## src/rtl/tsbs_pkg.sv

```systemverilog
// Package for the timed serial bit shifter: beat payload types, the
// configuration register set, command codes and register indexes.
// No dependencies.
`timescale 1ns / 1ps
`default_nettype none

package tsbs_pkg;

   localparam int unsigned WORD_W     = 32;
   localparam int unsigned COUNT_W    = 6;
   localparam int unsigned TICKS_W    = 16;
   localparam int unsigned CSR_IDX_W  = 2;
   localparam int unsigned CSR_DATA_W = 16;

   localparam logic [1:0] KIND_WRITE = 2'd0;
   localparam logic [1:0] KIND_READ  = 2'd1;
   localparam logic [1:0] KIND_TICK  = 2'd2;

   localparam logic [CSR_IDX_W-1:0] REG_SETUP_TICKS     = 2'd0;
   localparam logic [CSR_IDX_W-1:0] REG_HOLD_TICKS      = 2'd1;
   localparam logic [CSR_IDX_W-1:0] REG_READ_HALF_TICKS = 2'd2;

   typedef struct packed {
      logic [1:0]         kind;
      logic [WORD_W-1:0]  shift_word;
      logic [COUNT_W-1:0] bit_count;
      logic               pin_in;
   } tsbs_req_type;

   typedef struct packed {
      logic              clock_level;
      logic              data_level;
      logic              busy_res;
      logic              done_res;
      logic [WORD_W-1:0] read_word;
   } tsbs_rsp_type;

   typedef struct packed {
      logic [TICKS_W-1:0] setup_ticks;
      logic [TICKS_W-1:0] hold_ticks;
      logic [TICKS_W-1:0] read_half_ticks;
   } tsbs_cfg_type;

endpackage

`default_nettype wire

```

## src/rtl/tsbs_engine.sv

```systemverilog
// Shift engine: holds the command state and works out the next state and
// the result of one accepted beat combinationally.
// Depends on tsbs_pkg.
`timescale 1ns / 1ps
`default_nettype none

module tsbs_engine #(
   parameter int unsigned MAX_BITS = 32
) (
   input  wire logic                  clock,
   input  wire logic                  reset,
   input  wire logic                  fire,
   input  wire tsbs_pkg::tsbs_req_type req,
   input  wire tsbs_pkg::tsbs_cfg_type cfg,
   output tsbs_pkg::tsbs_rsp_type      rsp
);

   localparam int unsigned CNT_W = $clog2(MAX_BITS + 1);

   typedef enum logic [1:0] {
      MODE_IDLE,
      MODE_WRITE,
      MODE_READ
   } mode_type;

   mode_type                          mode_ff, mode_in;
   logic                              phase_high_ff, phase_high_in;
   logic [tsbs_pkg::WORD_W-1:0]       shift_ff, shift_in;
   logic [CNT_W-1:0]                  bits_left_ff, bits_left_in;
   logic [tsbs_pkg::TICKS_W-1:0]      ticks_ff, ticks_in;
   logic [CNT_W-1:0]                  pos_ff, pos_in;
   logic [tsbs_pkg::WORD_W-1:0]       in_word_ff, in_word_in;
   logic                              data_ff, data_in;
   logic                              done;

   logic [CNT_W-1:0]                  count;
   logic [tsbs_pkg::TICKS_W-1:0]      ticks_dec;
   logic [CNT_W-1:0]                  bits_dec;
   logic [7:0]                        pos_wide;
   logic [tsbs_pkg::TICKS_W-1:0]      setup_min;
   logic [tsbs_pkg::TICKS_W-1:0]      hold_min;
   logic [tsbs_pkg::TICKS_W-1:0]      half_min;

   assign setup_min = (cfg.setup_ticks == '0) ? tsbs_pkg::TICKS_W'(1) : cfg.setup_ticks;
   assign hold_min  = (cfg.hold_ticks == '0) ? tsbs_pkg::TICKS_W'(1) : cfg.hold_ticks;
   assign half_min  = (cfg.read_half_ticks == '0) ? tsbs_pkg::TICKS_W'(1)
                                                  : cfg.read_half_ticks;

   assign count = (8'(req.bit_count) > 8'(MAX_BITS)) ? CNT_W'(MAX_BITS)
                                                     : CNT_W'(req.bit_count);
   assign ticks_dec = ticks_ff - tsbs_pkg::TICKS_W'(1);
   assign bits_dec  = bits_left_ff - CNT_W'(1);
   assign pos_wide  = 8'(pos_ff);

   always_comb begin
      mode_in       = mode_ff;
      phase_high_in = phase_high_ff;
      shift_in      = shift_ff;
      bits_left_in  = bits_left_ff;
      ticks_in      = ticks_ff;
      pos_in        = pos_ff;
      in_word_in    = in_word_ff;
      data_in       = data_ff;
      done          = 1'b0;
      case (req.kind)
         tsbs_pkg::KIND_TICK: begin
            if (mode_ff != MODE_IDLE) begin
               ticks_in = ticks_dec;
               if (ticks_dec == '0) begin
                  if (phase_high_ff) begin
                     phase_high_in = 1'b0;
                     if (mode_ff == MODE_READ) begin
                        ticks_in = half_min;
                        if (req.pin_in && pos_wide < 8'd32) begin
                           in_word_in[pos_wide[4:0]] = 1'b1;
                        end
                     end else begin
                        ticks_in = hold_min;
                     end
                  end else begin
                     bits_left_in = bits_dec;
                     if (mode_ff == MODE_READ) begin
                        pos_in = pos_ff + CNT_W'(1);
                     end else begin
                        shift_in = shift_ff >> 1;
                     end
                     if (bits_dec == '0) begin
                        mode_in = MODE_IDLE;
                        done    = 1'b1;
                        if (mode_ff == MODE_READ) begin
                           data_in = 1'b0;
                        end
                     end else begin
                        phase_high_in = 1'b1;
                        if (mode_ff == MODE_READ) begin
                           ticks_in = half_min;
                        end else begin
                           data_in  = shift_ff[1];
                           ticks_in = setup_min;
                        end
                     end
                  end
               end
            end
         end
         tsbs_pkg::KIND_WRITE: begin
            if (mode_ff == MODE_IDLE) begin
               if (count == '0) begin
                  done = 1'b1;
               end else begin
                  shift_in      = req.shift_word;
                  bits_left_in  = count;
                  phase_high_in = 1'b1;
                  data_in       = req.shift_word[0];
                  ticks_in      = setup_min;
                  mode_in       = MODE_WRITE;
               end
            end
         end
         tsbs_pkg::KIND_READ: begin
            if (mode_ff == MODE_IDLE) begin
               in_word_in = '0;
               pos_in     = '0;
               if (count == '0) begin
                  data_in = 1'b0;
                  done    = 1'b1;
               end else begin
                  bits_left_in  = count;
                  data_in       = 1'b1;
                  phase_high_in = 1'b1;
                  ticks_in      = half_min;
                  mode_in       = MODE_READ;
               end
            end
         end
         default: begin
         end
      endcase
   end

   always_comb begin
      rsp.clock_level = phase_high_in;
      rsp.data_level  = data_in;
      rsp.busy_res    = (mode_in != MODE_IDLE);
      rsp.done_res    = done;
      rsp.read_word   = in_word_in;
   end

   always_ff @(posedge clock) begin
      if (reset) begin
         mode_ff       <= MODE_IDLE;
         phase_high_ff <= 1'b0;
         shift_ff      <= '0;
         bits_left_ff  <= '0;
         ticks_ff      <= '0;
         pos_ff        <= '0;
         in_word_ff    <= '0;
         data_ff       <= 1'b0;
      end else if (fire) begin
         mode_ff       <= mode_in;
         phase_high_ff <= phase_high_in;
         shift_ff      <= shift_in;
         bits_left_ff  <= bits_left_in;
         ticks_ff      <= ticks_in;
         pos_ff        <= pos_in;
         in_word_ff    <= in_word_in;
         data_ff       <= data_in;
      end
   end

endmodule

`default_nettype wire

```

## src/rtl/tsbs_out_skid.sv

```systemverilog
// Result buffer: an output register with one skid entry behind it, so a new
// beat can enter while a finished result waits. Depends on tsbs_pkg.
`timescale 1ns / 1ps
`default_nettype none

module tsbs_out_skid (
   input  wire logic                  clock,
   input  wire logic                  reset,
   input  wire logic                  in_valid,
   input  wire tsbs_pkg::tsbs_rsp_type in_data,
   output logic                       in_stall,
   output logic                       out_valid,
   output tsbs_pkg::tsbs_rsp_type      out_data,
   input  wire logic                  out_stall
);

   logic                   main_valid_ff, main_valid_in;
   logic                   skid_valid_ff, skid_valid_in;
   tsbs_pkg::tsbs_rsp_type main_ff, main_in;
   tsbs_pkg::tsbs_rsp_type skid_ff, skid_in;
   logic                   in_fire;
   logic                   out_fire;

   assign in_stall  = skid_valid_ff;
   assign in_fire   = in_valid && !skid_valid_ff;
   assign out_valid = main_valid_ff;
   assign out_data  = main_ff;
   assign out_fire  = main_valid_ff && !out_stall;

   always_comb begin
      main_valid_in = main_valid_ff;
      skid_valid_in = skid_valid_ff;
      main_in       = main_ff;
      skid_in       = skid_ff;
      if (!main_valid_ff || out_fire) begin
         if (skid_valid_ff) begin
            main_in       = skid_ff;
            main_valid_in = 1'b1;
            skid_valid_in = 1'b0;
         end else begin
            main_in       = in_data;
            main_valid_in = in_fire;
         end
      end else if (in_fire) begin
         skid_in       = in_data;
         skid_valid_in = 1'b1;
      end
   end

   always_ff @(posedge clock) begin
      if (reset) begin
         main_valid_ff <= 1'b0;
         skid_valid_ff <= 1'b0;
      end else begin
         main_valid_ff <= main_valid_in;
         skid_valid_ff <= skid_valid_in;
      end
      main_ff <= main_in;
      skid_ff <= skid_in;
   end

endmodule

`default_nettype wire

```

## src/rtl/timed_serial_bit_shifter.sv

```systemverilog
// Top level of the timed serial bit shifter: configuration registers, the
// shift engine and the result buffer. Depends on tsbs_pkg, tsbs_engine and
// tsbs_out_skid.
//
//   Channel  Direction  Ports                         Beat
//   req      in         req_valid req_stall req_data  command or one tick
//   rsp      out        rsp_valid rsp_stall rsp_data  line levels and status
//   csr      in         csr_we csr_index csr_wdata    register write
//
// One request beat is taken per clock while req_stall is low; its result
// is registered with the engine state. Reset is synchronous and clears
// the state, the registers and the buffer. A stalled result stays in the
// output register; one more beat goes into the skid entry, and req_stall
// rises only while that entry is full.
`timescale 1ns / 1ps
`default_nettype none

module timed_serial_bit_shifter #(
   parameter int unsigned MAX_BITS = 32
) (
   input  wire logic                                clock,
   input  wire logic                                reset,
   input  wire logic                                req_valid,
   output logic                                     req_stall,
   input  wire tsbs_pkg::tsbs_req_type               req_data,
   output logic                                     rsp_valid,
   input  wire logic                                rsp_stall,
   output tsbs_pkg::tsbs_rsp_type                    rsp_data,
   input  wire logic                                csr_we,
   input  wire logic [tsbs_pkg::CSR_IDX_W-1:0]      csr_index,
   input  wire logic [tsbs_pkg::CSR_DATA_W-1:0]     csr_wdata
);

   tsbs_pkg::tsbs_cfg_type cfg_ff;
   tsbs_pkg::tsbs_rsp_type step_rsp;
   logic                   req_fire;

   assign req_fire = req_valid && !req_stall;

   always_ff @(posedge clock) begin
      if (reset) begin
         cfg_ff <= '0;
      end else if (csr_we) begin
         case (csr_index)
            tsbs_pkg::REG_SETUP_TICKS:     cfg_ff.setup_ticks     <= csr_wdata;
            tsbs_pkg::REG_HOLD_TICKS:      cfg_ff.hold_ticks      <= csr_wdata;
            tsbs_pkg::REG_READ_HALF_TICKS: cfg_ff.read_half_ticks <= csr_wdata;
            default: begin
            end
         endcase
      end
   end

   tsbs_engine #(
      .MAX_BITS (MAX_BITS)
   ) u_engine (
      .clock (clock),
      .reset (reset),
      .fire  (req_fire),
      .req   (req_data),
      .cfg   (cfg_ff),
      .rsp   (step_rsp)
   );

   tsbs_out_skid u_out (
      .clock     (clock),
      .reset     (reset),
      .in_valid  (req_fire),
      .in_data   (step_rsp),
      .in_stall  (req_stall),
      .out_valid (rsp_valid),
      .out_data  (rsp_data),
      .out_stall (rsp_stall)
   );

endmodule

`default_nettype wire
```

## config.mk

```make
export PLATFORM = sky130hd
export DESIGN_NAME = timed_serial_bit_shifter
export DESIGN_NICKNAME = d
export VERILOG_FILES = /design/src/rtl/tsbs_pkg.sv /design/src/rtl/tsbs_engine.sv /design/src/rtl/tsbs_out_skid.sv /design/src/rtl/timed_serial_bit_shifter.sv
export SDC_FILE = /design/constraint.sdc
export NUM_CORES = 1
export LEC_CHECK = 0
export BUFFER_PORTS_ARGS = -buffer_cell sky130_fd_sc_hd__buf_4
export CAP_MARGIN = 20
export CORE_MARGIN = 8
export CORE_UTILIZATION = 45
export DETAILED_ROUTE_END_ITERATION = 8
export GPL_TIMING_DRIVEN = 1
export PLACE_DENSITY = 0.6
export SETUP_SLACK_MARGIN = 0.2
export SYNTH_ARGS = -nofsm -noshare
export SYNTH_HDL_FRONTEND = slang
export SYNTH_SLANG_ARGS = --single-unit
```

## constraint.sdc

```tcl
create_clock -name clock -period 5.7 [get_ports clock]
set_clock_uncertainty 0.15 [all_clocks]
set_input_delay 1.14 -clock clock [delete_from_list [all_inputs] [get_ports clock]]
set_output_delay 1.14 -clock clock [all_outputs]
set_load 0.01 [all_outputs]
```

==> impl_results.md <==
* DRT iter0 DRCs at 692
* Count leader, synth: nand2_1
* DR vias at 9102
* Synth cell types at 69
* Leak at 4.51 nW
* Gate Count Post-Synth at 1218
* Worst Path Arrival at 4.17 ns
* Clock-pin slew on the worst setup and hold paths at 0.05 ns
* Fmax at 254 MHz
* Die Wd at 169 um
* Register area share after synthesis at 48.0%
* Port Buffers at 101
* Max-Slew Margin vs Limit at 37.8%
* Worst r2r src: u_engine.ticks_ff[0]$_SDFFE_PP0P_
* Initial antenna violation count at 0
* Largest net degree at the start of global routing at 80
* Syn Nets at 1294
* WL per Instance at 17.5 um
* Drt via density at about 5.7
* Hold_sp: u_engine.shift_ff[14]$_SDFFE_PP0P_
* Critical path data required time at 5.93 ns
* Clk root buf: clkbuf_16
* Dpl hpwl at 19200 um
* Area occupied by multi-input gates at roughly 5000 um^2
* Row cnt at 56
* Die height at about 170 um
* Setup_tns at 0 ns
* Synth top area share at 27.5%
* FF+latch area at 5070 um^2
* Crit path cell chain: buf_4, inv_1, ha_2, or2_2, a211oi_1, and2_1, o21ai_0, a221oi_1, a21oi_1
* Clk sinks at 217
* Final non-filler cell total at 1602
* Ratio of cells with drive above 1 in the final layout at 16.0%
* Worst reg2reg endpoint: u_engine.shift_ff[21]$_SDFFE_PP0P_
* # DRC at 0
* Diodes inserted at 0
* Fin util at 52.7%
* Worst reg2reg setup slack at 1.86 ns
* Area grow syn2layout at 16.1%
* Final ANT Viol Nets at 0
* CTS resizes at 0
* CTS tree: done
* Outcome: completed
* WHS Endpoint: u_engine.shift_ff[14]$_SDFFE_PP0P_
* #FFs+latches synth at 217
* R2r worst-path depth at 10
* Final slew viol count at 0
* RSZ-0062 raised after global routing: false
* Overall routed net length at 28100 um
* Max FO, Critical Path at 23
* CP endpoint kind: flip-flop
* Core Area at 23300 um^2
* Post-synthesis mux area share at around 4.3%
* Initial core utilization at 45.4%
* Post-Syn Area at 10600 um^2
* Overall power at between 3 and 4 mW
* Post-Place Cells at 1561
* Vias in the first global route at 8691
* Synth top cells by count: nand2_1 (218), dfxtp_1 (145), o21ai_0 (136)
* MaxCap Viol Count at 0
* Compound-Gate Fraction of Synth Area at 21.1%
* Pwr per Cell Area at 303 nW/um^2
* Yosys Warn Count at 0
* Endpoints failing hold at 0
* Hold slack at between 0.2 and 0.3 ns
* Avg Inst Size Synth at between 8 and 9 um^2
* Maximum vdd drop at 0.191 mV
* First-pass GRT wire length at 45800 um
* Predominant post-synthesis flop cell: dfxtp_1
* Area contributors post-synth: dfxtp_1 (28%), edfxtp_1 (20%), nand2_1 (7.8%)
* Max Root-Sink Buffers at 3
* Clk_lat worst skew at slightly above 0.5 ns
* Synth Area in Simple Gates at a little under a fifth
* Max stage delay on crit path at ~0.7 ns
* Async SR Flop Fraction at 0%
* Total global routing overflow at 0
* Worst-Margin Slew at 0.933 ns
* Synth Area in XOR/XNOR at 1.24%
* Main combinational cell family by area after synthesis: compound AO/OA/AOI/OAI gates
* Tmin final at 3.93 ns
* Post-Synth Adder-Cell Area at 1.42%
* CP max-delay cell: a211oi_1
* CTS H-tree lvls at 1
* # IOs at 102
* Kind of critical path: in2reg
* Tcrit/Tclk final at 69.0%
* Hold_buf cts at 0
* Nets at 1346
* CP Launch Type: primary input
* Final GP Congestion at between 0.8 and 0.9
* 1st-pass router iterations at 6
* Biggest area consumer among synthesized cells: dfxtp_1
* GRT Total Usage at 19.3%
* Post-synth EDFFs at 72
* Die area at between 20000 and 30000 um^2
* Fill count at approximately 2300
* Post-CTS setup buffer count at 0
* Worst hold path depth at 2
* Total CTS buffers at 24
* Worst Hold Class: reg2reg
* Final setup fails at 0
[critical path: cells and delay by family]
family,cells,cell delay [ns]
AO/OA/AOI/OAI,4,1.28
buffers and inverters,2,0.14
AND/OR/NAND/NOR,2,1.22
adder cells (fa/ha/maj),1,0.36
[where the power goes]
group          switching (mW)  leakage [nW]  total [mW]  internal [mW]
Combinational           0.336          2.25       0.549          0.213
Sequential             0.0615          1.89        1.73           1.67
Clock                   0.591         0.366        1.44          0.845
[final cells by class]
| cell class | instances | area share, % |
|---|---|---|
| flip-flops and latches | 217 | 41.4 |
| multi-input cells | 862 | 40.7 |
| repair buffers | 116 | 7.21 |
| clock buffers | 31 | 5.63 |
| well taps | 319 | 3.26 |
| inverters | 49 | 1.50 |
| clock inverters | 8 | 0.347 |
[placed cells by master (no fill, tap or decap), types with 5 or more instances in the layout]
cell type,instances
a221o_1,6
a221oi_1,9
nand2b_1,7
mux2i_1,12
o211ai_1,8
buf_4,115
mux2_2,30
nor2b_1,6
a31oi_1,10
nand2_1,217
nand4_1,20
xnor2_1,8
a22o_1,9
nor3_1,19
or4_1,5
edfxtp_1,72
clkinv_2,7
and3_1,11
a22oi_1,10
nor2_1,58
dfxtp_1,144
xor2_1,7
nor4_1,19
ha_1,11
nor3b_1,5
a21oi_1,118
inv_1,49
clkbuf_16,26
o31ai_1,15
o21ai_0,136
a21o_1,8
nand3_1,19
[layer usage]
metal  track usage [%]  wire length, um  up-vias
met5                 0                0        -
met4              6.00              758        0
met3              3.26             1690       55
met2              32.5            13400      295
met1              24.9            12200     4255
li1                  -                -     4497
[worst max-delay path by stage]
stage | start | endpoint | depth (start not counted)
after floorplan | rsp_stall | u_out.skid_ff[0]$_DFFE_PP_ | 2
after global placement | req_data[39] | u_engine.ticks_ff[10]$_SDFFE_PP0P_ | 9
after detailed placement | req_data[39] | u_engine.ticks_ff[10]$_SDFFE_PP0P_ | 9
after CTS | req_data[39] | u_engine.ticks_ff[10]$_SDFFE_PP0P_ | 9
after global routing | u_engine.ticks_ff[0]$_SDFFE_PP0P_ | u_engine.shift_ff[26]$_SDFFE_PP0P_ | 10
final | req_data[39] | u_engine.ticks_ff[10]$_SDFFE_PP0P_ | 9
[per-stage QoR]
stage	cell area [um^2]	worst slack [ns]
final	12200	1.77
after global routing	12200	1.46
after CTS	12200	1.80
after detailed placement	11500	1.29
after global placement	11500	1.48
after floorplan	10600	1.51
[kinds of logic after synthesis]
family | Yosys count
and+or+nand+nor | 421
buffers and inverters | 139
AOI/OAI and AO/OA | 372
DFF | 217
xor gates and xnor gates | 15
adders and majority gates | 12
muxes | 42
[sequential cells by signal, indices dropped and copies added (netlist names), 2 cells and up]
register and cells:
u_engine.shift_ff 31, u_out.skid_ff 36, cfg_ff 48, u_engine.ticks_ff 16, u_out.out_data 36, u_engine.bits_left_ff 6
u_engine.pos_ff 6, u_engine.mode_ff 2, u_engine.in_word_ff 32
(Power assumes the default switching activity.)
